$ cat config.mk
export PLATFORM = sky130hd
export DESIGN_NAME = pulse_width_led_dimmer_stepper_core
export DESIGN_NICKNAME = d
export VERILOG_FILES = /design/src/pwld_pkg.sv /design/src/pulse_width_led_dimmer_stepper_core.sv /design/src/pwld_engine.sv
export SDC_FILE = /design/constraint.sdc
export NUM_CORES = 1
export LEC_CHECK = 0
export ABC_CLOCK_PERIOD_IN_PS = 3600
export BUFFER_PORTS_ARGS = -buffer_cell sky130_fd_sc_hd__clkbuf_2
export CAP_MARGIN = 20
export CORE_AREA = 8 8 157 159
export CTS_CLUSTER_SIZE = 40
export DETAILED_ROUTE_END_ITERATION = 12
export DIE_AREA = 0 0 165 167
export PLACE_DENSITY_LB_ADDON = 0.08
export RECOVER_POWER = 50
export SLEW_MARGIN = 20
export SYNTH_ARGS = -nofsm -noshare
export SYNTH_HDL_FRONTEND = slang
export SYNTH_SLANG_ARGS = --single-unit
$ cat constraint.sdc
create_clock -name clock -period 3.6 [get_ports clock]
set_input_delay 0.54 -clock clock [delete_from_list [all_inputs] [get_ports clock]]
set_output_delay 0.54 -clock clock [all_outputs]
set_load 0.005 [all_outputs]
$ cat src/pwld_pkg.sv
// Shared types and constants for the step-line LED dimmer controller.
// No dependencies; imported by pwld_engine and the core top level.
package pwld_pkg;

   // Fixed widths of fields and counters.
   localparam int LVL_W   = 8;   // holds any level up to 255
   localparam int CNT_W   = 20;  // phase counter, wide enough for settle time
   localparam int PULSE_W = 16;  // pulse and gap register width
   localparam int OUT_LVL_W = 6; // reported level width

   // Request command codes.
   localparam logic [1:0] CMD_TICK  = 2'd0;
   localparam logic [1:0] CMD_SET   = 2'd1;
   localparam logic [1:0] CMD_POWER = 2'd2;

   // Configuration register indexes.
   localparam logic [1:0] REG_SHORT_LOW = 2'd0;
   localparam logic [1:0] REG_LONG_LOW  = 2'd1;
   localparam logic [1:0] REG_GAP       = 2'd2;
   localparam logic [1:0] REG_SETTLE    = 2'd3;

   // Configuration reset values.
   localparam logic [PULSE_W-1:0] RST_SHORT_LOW = 16'd200;
   localparam logic [PULSE_W-1:0] RST_LONG_LOW  = 16'd4000;
   localparam logic [PULSE_W-1:0] RST_GAP       = 16'd200;
   localparam logic [CNT_W-1:0]   RST_SETTLE    = 20'd20000;

   typedef enum logic [1:0] {
      PH_IDLE   = 2'd0,
      PH_SETTLE = 2'd1,
      PH_LOW    = 2'd2,
      PH_GAP    = 2'd3
   } phase_type;

   typedef struct packed {
      logic [PULSE_W-1:0] short_low_ticks;
      logic [PULSE_W-1:0] long_low_ticks;
      logic [PULSE_W-1:0] gap_ticks;
      logic [CNT_W-1:0]   settle_ticks;
   } cfg_type;

   typedef struct packed {
      logic             supply_enabled;
      logic             led_enabled;
      logic             led_after_walk;
      logic             line_level;
      phase_type        phase;
      logic [CNT_W-1:0] phase_count;
      logic [LVL_W-1:0] tracked_level;
      logic [LVL_W-1:0] target_level;
      logic             going_up;
   } st_type;

   typedef struct packed {
      logic                 step_line;
      logic                 power_on;
      logic                 led_on;
      logic [OUT_LVL_W-1:0] current_level;
      logic                 busy_res;
   } res_type;

endpackage

$ cat src/pulse_width_led_dimmer_stepper_core.sv
// Top level of the step-line LED dimmer controller; depends on pwld_pkg, pwld_engine.
// A request waits in the input register; the single-pass state update loads its result
//   into the result register once the result slot is free or draining.
// One request per cycle; req_ready is low only with both stages full and rsp_ready low.
// Reset (synchronous): supply and LED off, line high, idle, levels at LEVELS,
//   timing registers back to their defaults.
module pulse_width_led_dimmer_stepper_core #(
   parameter int LEVELS      = 32,
   parameter int START_LEVEL = 16
) (
   input  logic                          clock,
   input  logic                          reset,
   // request channel
   input  logic                          req_valid,
   output logic                          req_ready,
   input  logic [1:0]                    req_cmd,
   input  logic [pwld_pkg::LVL_W-1:0]    req_level,
   // result channel
   output logic                          rsp_valid,
   input  logic                          rsp_ready,
   output logic                          rsp_step_line,
   output logic                          rsp_power_on,
   output logic                          rsp_led_on,
   output logic [pwld_pkg::OUT_LVL_W-1:0] rsp_current_level,
   output logic                          rsp_busy_res,
   // configuration write channel
   input  logic                          csr_valid,
   output logic                          csr_ready,
   input  logic [1:0]                    csr_index,
   input  logic [pwld_pkg::CNT_W-1:0]    csr_wdata
);
   import pwld_pkg::*;

   // ---- configuration registers ----
   // Writes are always taken; wide data is cut to each register's width.
   cfg_type cfg_ff, cfg_in;

   assign csr_ready = 1'b1;

   always_comb begin
      cfg_in = cfg_ff;
      if (csr_valid) begin
         unique case (csr_index)
            REG_SHORT_LOW: cfg_in.short_low_ticks = csr_wdata[PULSE_W-1:0];
            REG_LONG_LOW:  cfg_in.long_low_ticks  = csr_wdata[PULSE_W-1:0];
            REG_GAP:       cfg_in.gap_ticks       = csr_wdata[PULSE_W-1:0];
            REG_SETTLE:    cfg_in.settle_ticks    = csr_wdata;
         endcase
      end
   end

   always_ff @(posedge clock) begin
      if (reset) begin
         cfg_ff.short_low_ticks <= RST_SHORT_LOW;
         cfg_ff.long_low_ticks  <= RST_LONG_LOW;
         cfg_ff.gap_ticks       <= RST_GAP;
         cfg_ff.settle_ticks    <= RST_SETTLE;
      end else begin
         cfg_ff <= cfg_in;
      end
   end

   // ---- input register ----
   logic             in_valid_ff, in_valid_in;
   logic [1:0]       in_cmd_ff;
   logic [LVL_W-1:0] in_level_ff;
   logic             req_take;
   logic             fire;       // request in input register is processed now

   // The request is processed whenever the result slot is free or draining,
   // so a waiting result never stalls the next request by more than its own hold.
   assign fire      = in_valid_ff && (!rsp_valid || rsp_ready);
   assign req_ready = !in_valid_ff || fire;
   assign req_take  = req_valid && req_ready;

   always_comb begin
      in_valid_in = in_valid_ff;
      if (req_take) begin
         in_valid_in = 1'b1;
      end else if (fire) begin
         in_valid_in = 1'b0;
      end
   end

   always_ff @(posedge clock) begin
      if (reset) begin
         in_valid_ff <= 1'b0;
      end else begin
         in_valid_ff <= in_valid_in;
      end
   end

   // payload needs no reset
   always_ff @(posedge clock) begin
      if (req_take) begin
         in_cmd_ff   <= req_cmd;
         in_level_ff <= req_level;
      end
   end

   // ---- dimmer state and step logic ----
   res_type res_next;

   pwld_engine #(
      .LEVELS      (LEVELS),
      .START_LEVEL (START_LEVEL)
   ) u_engine (
      .clock (clock),
      .reset (reset),
      .cfg   (cfg_ff),
      .fire  (fire),
      .cmd   (in_cmd_ff),
      .level (in_level_ff),
      .res   (res_next)
   );

   // ---- result register ----
   logic    rsp_valid_ff, rsp_valid_in;
   res_type res_ff;

   always_comb begin
      rsp_valid_in = rsp_valid_ff;
      if (fire) begin
         rsp_valid_in = 1'b1;
      end else if (rsp_ready) begin
         rsp_valid_in = 1'b0;
      end
   end

   always_ff @(posedge clock) begin
      if (reset) begin
         rsp_valid_ff <= 1'b0;
      end else begin
         rsp_valid_ff <= rsp_valid_in;
      end
   end

   always_ff @(posedge clock) begin
      if (fire) begin
         res_ff <= res_next;
      end
   end

   assign rsp_valid         = rsp_valid_ff;
   assign rsp_step_line     = res_ff.step_line;
   assign rsp_power_on      = res_ff.power_on;
   assign rsp_led_on        = res_ff.led_on;
   assign rsp_current_level = res_ff.current_level;
   assign rsp_busy_res      = res_ff.busy_res;

endmodule

$ cat src/pwld_engine.sv
// Dimmer state and per-request next-state logic for the step-line controller.
// Depends on pwld_pkg; instantiated by pulse_width_led_dimmer_stepper_core.
module pwld_engine #(
   parameter int LEVELS      = 32,
   parameter int START_LEVEL = 16
) (
   input  logic                  clock,
   input  logic                  reset,
   input  pwld_pkg::cfg_type     cfg,
   input  logic                  fire,
   input  logic [1:0]            cmd,
   input  logic [pwld_pkg::LVL_W-1:0] level,
   output pwld_pkg::res_type     res
);
   import pwld_pkg::*;

   localparam logic [LVL_W-1:0] MAX_LVL   = LVL_W'(LEVELS);
   localparam logic [LVL_W-1:0] START_LVL = LVL_W'(START_LEVEL);

   st_type st_ff, st_in;

   // idle: start the next pulse toward target, or finish the walk
   function automatic st_type idle_tick(st_type s, cfg_type c);
      st_type r;
      r = s;
      if (s.tracked_level < s.target_level) begin
         r.going_up    = 1'b1;
         r.line_level  = 1'b0;
         r.phase       = PH_LOW;
         r.phase_count = (c.short_low_ticks == '0) ? CNT_W'(1)
                                                    : CNT_W'(c.short_low_ticks);
      end else if (s.tracked_level > s.target_level) begin
         r.going_up    = 1'b0;
         r.line_level  = 1'b0;
         r.phase       = PH_LOW;
         r.phase_count = (c.long_low_ticks == '0) ? CNT_W'(1)
                                                   : CNT_W'(c.long_low_ticks);
      end else if (s.led_after_walk) begin
         r.led_enabled    = 1'b1;
         r.led_after_walk = 1'b0;
      end
      return r;
   endfunction

   // next state
   always_comb begin
      st_in = st_ff;
      if (fire) begin
         unique case (cmd)
            CMD_TICK: begin
               unique case (st_ff.phase)
                  PH_SETTLE: begin
                     if (st_ff.phase_count > CNT_W'(1)) begin
                        st_in.phase_count = st_ff.phase_count - CNT_W'(1);
                     end else begin
                        st_in.phase_count   = '0;
                        st_in.tracked_level = START_LVL;
                        st_in.phase         = PH_IDLE;
                        st_in               = idle_tick(st_in, cfg);
                     end
                  end
                  PH_LOW: begin
                     if (st_ff.phase_count > CNT_W'(1)) begin
                        st_in.phase_count = st_ff.phase_count - CNT_W'(1);
                     end else begin
                        st_in.line_level    = 1'b1;
                        st_in.tracked_level = st_ff.going_up
                                              ? st_ff.tracked_level + LVL_W'(1)
                                              : st_ff.tracked_level - LVL_W'(1);
                        st_in.phase         = PH_GAP;
                        st_in.phase_count   = (cfg.gap_ticks == '0) ? CNT_W'(1)
                                              : CNT_W'(cfg.gap_ticks);
                     end
                  end
                  PH_GAP: begin
                     if (st_ff.phase_count > CNT_W'(1)) begin
                        st_in.phase_count = st_ff.phase_count - CNT_W'(1);
                     end else begin
                        st_in.phase_count = '0;
                        st_in.phase       = PH_IDLE;
                        st_in             = idle_tick(st_in, cfg);
                     end
                  end
                  PH_IDLE: begin
                     st_in = idle_tick(st_ff, cfg);
                  end
               endcase
            end
            CMD_SET: begin
               if (level == '0) begin
                  st_in.led_enabled    = 1'b0;
                  st_in.led_after_walk = 1'b0;
               end else begin
                  st_in.led_enabled  = 1'b1;
                  st_in.target_level = (level > MAX_LVL) ? MAX_LVL : level;
               end
            end
            CMD_POWER: begin
               st_in.supply_enabled = 1'b1;
               st_in.line_level     = 1'b1;
               st_in.target_level   = MAX_LVL;
               st_in.led_after_walk = 1'b1;
               st_in.phase          = PH_SETTLE;
               st_in.phase_count    = cfg.settle_ticks;
            end
            default: ;  // unused code, state unchanged
         endcase
      end
   end

   // result for this request, taken from the updated state
   always_comb begin
      res.step_line     = st_in.line_level;
      res.power_on      = st_in.supply_enabled;
      res.led_on        = st_in.led_enabled;
      res.current_level = st_in.tracked_level[OUT_LVL_W-1:0];
      res.busy_res      = (st_in.phase != PH_IDLE) ||
                          (st_in.tracked_level != st_in.target_level) ||
                          st_in.led_after_walk;
   end

   always_ff @(posedge clock) begin
      if (reset) begin
         st_ff.supply_enabled <= 1'b0;
         st_ff.led_enabled    <= 1'b0;
         st_ff.led_after_walk <= 1'b0;
         st_ff.line_level     <= 1'b1;
         st_ff.phase          <= PH_IDLE;
         st_ff.phase_count    <= '0;
         st_ff.tracked_level  <= MAX_LVL;
         st_ff.target_level   <= MAX_LVL;
         st_ff.going_up       <= 1'b0;
      end else begin
         st_ff <= st_in;
      end
   end

   // line only goes low inside a pulse
   a_line_low_in_pulse: assert property (@(posedge clock) disable iff (reset)
      !st_ff.line_level |-> st_ff.phase == PH_LOW)
      else $error("step line low outside pulse phase");

   // timed phases never hold an exhausted count
   a_count_live: assert property (@(posedge clock) disable iff (reset)
      (st_ff.phase == PH_LOW || st_ff.phase == PH_GAP) |-> st_ff.phase_count != '0)
      else $error("pulse or gap phase with zero count");

   // LED arm only follows a power-up
   a_arm_needs_supply: assert property (@(posedge clock) disable iff (reset)
      st_ff.led_after_walk |-> st_ff.supply_enabled)
      else $error("LED armed without supply");

   // walking never steps below level one
   a_tracked_nonzero: assert property (@(posedge clock) disable iff (reset)
      st_ff.tracked_level != '0)
      else $error("tracked level reached zero");

endmodule

# Word level (Yosys, flattened, before mapping)
# Index checks and enable logic that the tools add are counted.
# totals
register_bits	133
inputBits	37
out_inout_bits	13
word_cells	117
# classes
add_sub_neg	3
order_cmp	6
n_eq_ne	13
muxes	47
n_reduce_logical	26
# ops
op	n
$mux 23	6
$pmux 31 s4	1
$mux 20	3
$logic_not 16->1	3
$mux 16	3
$pmux 23 s2	1
$mux 43	1
$mux 8	5
$pmux 9 s3	1
$pmux 8 s3	1
$gt 20x1->1 const B	1
$sub 20x1->20 const B	1
$mux 17	1
$mux 1	12
$eq 2x2->1 const B	5
$mux 2	5
$mux 5	2
$add 8x1->8 const B	1
$gt 5x8->1 const A	1
$gt 8x6->1 const B	1
$gt 8x8->1	1
$logic_not 8->1	1
$lt 5x8->1 const A	1
$lt 8x8->1	1
other kinds (19)	36

# Depth between registers and ports, before layout
# depth
ltp_word	11
depth_mapped	14
ltp_nobuf	12

# Cells and area by module
# From an unflattened synthesis, not the netlist that was laid out.
# hier_totals
hier_cells	947
hier_area_um2	8186.6
# modules_own_cells
mod	instances	cells_per_inst	area_each_um2	seq_area_each_um2
pwld_engine	1	656	4758.3	860.8
pulse_width_led_dimmer_stepper_core	1	291	3428.3	2001.9

# Worst setup path after synthesis
# OpenSTA, ideal clock, no wires.
# synth_timing
path_type	register to register
start	register u_engine.st_ff[29] in the netlist's numbering
end	register res_ff (netlist bit rsp_busy_res), data pin
setup_time_ns	0.269
arrival_time_ns	3.261
required_time_ns	3.331
slack_ns	0.070
path_stages_with_launch	14
n_path_buf	2
synth_period_minus_slack_ns	3.530
path_cell_list	dfxtp_1 or4_4 or3_4 nor3_4 inv_2 buf_2 buf_2 ha_1 o32a_1 o221ai_1 xor2_1 nand3_1 nor3_1 o211ai_1
# synth_lines
element	line_no	text
from (decl)	pwld_engine.sv:20	st_type st_ff, st_in;
from (signal assigned)	pwld_engine.sv:134	st_ff <= st_in;
to (signal assigned)	pulse_width_led_dimmer_stepper_core.sv:140	res_ff <= res_next;
to (decl)	pulse_width_led_dimmer_stepper_core.sv:119	res_type res_ff;

==> reports/summary.txt <==
RUN STATUS
--------------------------------------------------------------------------------------
Outcome                                                                   finished, violations left
Failing checks                                                            capacitance limit, slew limit

SYNTH
--------------------------------------------------------------------------------------
Synthesized Nets                                                                  1041
Number of enable flip-flop cells after synthesis                                    20
Post-Syn Area                                                             0.00759 sq mm
Cell count after synthesis                                                         978
Fraction of registers with async set or reset after synthesis                        0
Number of warning messages in the yosys log                                          0
Number of distinct standard cells referenced by the synthesized netlist             73
Post-synthesis sequential element count                                            133
Sequential fraction of the synthesis area                                        0.377
Most instantiated flip-flop cell in the synthesis netlist                      dfxtp_1
Mean post-synth cell area                                                   7.76 sq um

CLOCK NETWORK
--------------------------------------------------------------------------------------
Setup Buffers After CTS                                                              0
Clock transition at the registers of the reported paths                        0.07 ns
Post-CTS sizing                                                                      0
H-tree depth reported by CTS                                                         4
Clock tree from TritonCTS                                                          yes
Root buffer selected by CTS                                                  clkbuf_16
Bufs on Longest Clock Path                                                           2
Clock buffers created by TritonCTS                                                  17
Clock insertion delay at the later pin of the skew report                      0.43 ns
Clock Sink Count                                                                   133
Number of hold-repair buffers added at the cts stage                                 0

CRITICAL PATH
--------------------------------------------------------------------------------------
List of cells traversed by the critical path                              or4_4 > or3_4 > nor3_4 > inv_2 > ha_1 > o32a_1 > o221ai_1 > xor2_1 > nand3_1 > nor3_1 > o211ai_1
Cell class contributing the biggest share of worst-path delay             simple AND/OR/NAND/NOR gates
Crit path arrival time                                                         3.49 ns
Crit-path max cell delay                                                       0.56 ns
Count of buffering cells on the critical path with inverters included                1
Crit path kind                                                            flop to flop
Largest fanout on the critical path                                                  6
Nature of the critical path startpoint                                            flop
Cell with the largest stage delay on the worst path                              or4_4
Worst Path Required                                                            3.76 ns
Critical path capture point type                                                  flop

FINAL LAYOUT
--------------------------------------------------------------------------------------
Highest-count cells in the layout ignoring fill and taps                  nand2_1 (210), dfxtp_1 (113), a21oi_1 (110)
Share of final-layout standard cells stronger than drive strength 1              0.124
Number of filler instances in the final layout                                    2383
Final net count                                                                   1082
Antenna diode instance count                                                         0
Multi-input logic area                                                    0.00439 sq mm
Most common library cell in the layout ignoring fill and taps                  nand2_1
Fraction of the core area covered by cells at the end of the flow                0.394
Register area                                                             0.00286 sq mm
Growth of design area from synthesis to finish                                   15.3%

DRT
--------------------------------------------------------------------------------------
Top metal layer carrying routed signals                                           met4
Routed wl met3                                                                 1.17 mm
Total met2 wirelength after detailed routing                                   13.2 mm
First-iteration detailed-routing DRC count                                         490
Number of iterations in the first detailed-routing pass                              5
Number of antenna-violating nets in the routed design                                0
Mean routed wirelength per cell                                           21.0 microns
Met1 layer wirelength in the final routing                                     12.4 mm
Via density per instance                                                          5.58
DRC violations left                                                                  0
WL final                                                                       27.6 mm
Overall via count from detail_route                                               7340

PWR
--------------------------------------------------------------------------------------
Worst vdd rail ir drop                                                        0.240 mV
Leak                                                                           3.29 nW
Power density normalized to cell area                                      472 mW/mm^2
Final Power                                                                    4.13 mW

PLACEMENT
--------------------------------------------------------------------------------------
Quantity of I/O buffers inserted on ports                                           48
Sum of net half-perimeters after detailed placement                            20.1 mm
Final weighted congestion in routability-driven placement                        0.836

TIMING
--------------------------------------------------------------------------------------
Unrepaired setup endpoints after global routing                                     no
Max-slew violation total from the final report                                      76
Slew HR                                                                         -0.129
Final TNS setup                                                                   0 ns
Peak Freq                                                                      301 MHz
Minimum clock period                                                           3.33 ns
Worst clock skew                                                             0.0126 ns
Worst Tran Pin Value                                                           1.69 ns
Number of endpoints with negative hold slack in the final report                     0
Total setup violations reported at the end of the flow                               0
Final period util                                                                0.924

GLOBAL ROUTING
--------------------------------------------------------------------------------------
Antenna violations before repair                                                     0
Remaining Overflow, GRT                                                              0
Global-route wire length before repair                                         42.9 mm
Via count of the first global-routing pass                                        7209
Total GRT Usage                                                                  0.202
Maximum number of pins on one net before global-route repair                        76

DIE
--------------------------------------------------------------------------------------
Io pins                                                                             50
DIE AREA                                                                  0.0276 sq mm
Floorplan row count                                                                 55
Core Box Area                                                             0.0222 sq mm
Starting density of the core                                                     0.341
Height of the die                                                          167 microns
Die Wd                                                                     165 microns

WORST HOLD PATH
--------------------------------------------------------------------------------------
Worst min path class                                                      primary input to flop

RUN
--------------------------------------------------------------------------------------
Count of max-cap constraint violations                                               1

[synthesized netlist by cell type, types with 4 or more instances]
library cell / instances / area (sq um)
ha_1: 25 / 313
o21ai_0: 29 / 145
nor3_1: 18 / 90.1
a21o_1: 4 / 30.0
o21a_1: 11 / 82.6
buf_2: 11 / 55.1
nand2b_1: 4 / 25.0
o32ai_1: 4 / 35.0
edfxtp_1: 20 / 601
nand4_1: 10 / 62.6
nor4_1: 17 / 106
a21oi_1: 110 / 551
inv_1: 26 / 97.6
nand3_1: 30 / 150
nor2b_1: 17 / 106
a221oi_1: 4 / 35.0
o22ai_1: 5 / 31.3
nor2_1: 71 / 267
xor2_1: 8 / 70.1
a221o_1: 7 / 70.1
and3_1: 5 / 31.3
or2_2: 8 / 50.1
o211ai_1: 25 / 188
nand3b_1: 20 / 150
a32oi_1: 4 / 35.0
nand2_1: 210 / 788
a311oi_1: 11 / 96.3
dfxtp_1: 113 / 2260
a22oi_1: 9 / 67.6
a31oi_1: 11 / 68.8
buf_1: 7 / 26.3
xnor2_1: 7 / 61.3
clkbuf_1: 40 / 150
a211oi_1: 8 / 60.1
or3_1: 7 / 43.8
[power by group]
| part | internal (mW) | switching, mW | total (mW) |
|---|---|---|---|
| registers | 1.57 | 0.0585 | 1.62 |
| clock network | 0.897 | 0.758 | 1.66 |
| logic | 0.285 | 0.561 | 0.846 |
[cells by family after synthesis]
group,after synthesis,share of synthesized area
other cells,1,0.000494
fa+ha+maj,26,0.0439
buf+inv,88,0.0478
compound gates,277,0.241
simple gates,437,0.271
mux,1,0.00132
flops,133,0.377
xor+xnor,15,0.0173
[per-layer routing]
layer	GRT usage	vias up
met5	0	-
met2	0.324	204
met3	0.0372	40
li1	-	3610
met1	0.260	3486
met4	0.0823	0
[area by class of cell]
class	count	area share
inverter	27	0.0116
clock buffer	17	0.0486
multi-input combinational	757	0.501
sequential	133	0.327
tap	285	0.0408
timing repair buffer	83	0.0572
clock inverter	14	0.0133
[worst paths after layout]
path	startpoint	to	cells after the start	slack, ns
setup / recovery	u_engine.st_ff[30]$_SDFFE_PP0P_	rsp_busy_res$_DFFE_PP_	11	0.27
hold / removal	req_level[2]	in_level_ff[2]$_DFFE_PP_	1	0.29
setup reg to reg	u_engine.st_ff[30]$_SDFFE_PP0P_	rsp_busy_res$_DFFE_PP_	11	0.27
hold reg to reg	cfg_ff[12]$_SDFFE_PP0P_	cfg_ff[12]$_SDFFE_PP0P_	2	0.46
[stage by stage]
| stage | setup WS (ns) | hold slack [ns] | instances | cell area (sq um) |
|---|---|---|---|---|
| detailed placement | 0.304 | 0.452 | 1285 | 8220 |
| global route | 0.0729 | 0.261 | 1316 | 8750 |
| global placement | 0.321 | 0.447 | 1285 | 8220 |
| CTS | 0.265 | 0.268 | 1316 | 8760 |
| floorplan | 0.0701 | 0.436 | 978 | 7590 |
| finish | 0.273 | 0.288 | 1316 | 8750 |
[registers in the layout (all words and copies together), names as in the netlist, 2 cells and up]
signal / flops
in_cmd_ff: 2
rsp_current_level: 6
u_engine.st_ff: 43
cfg_ff: 68
in_level_ff: 8
(Power assumes the default switching activity.)
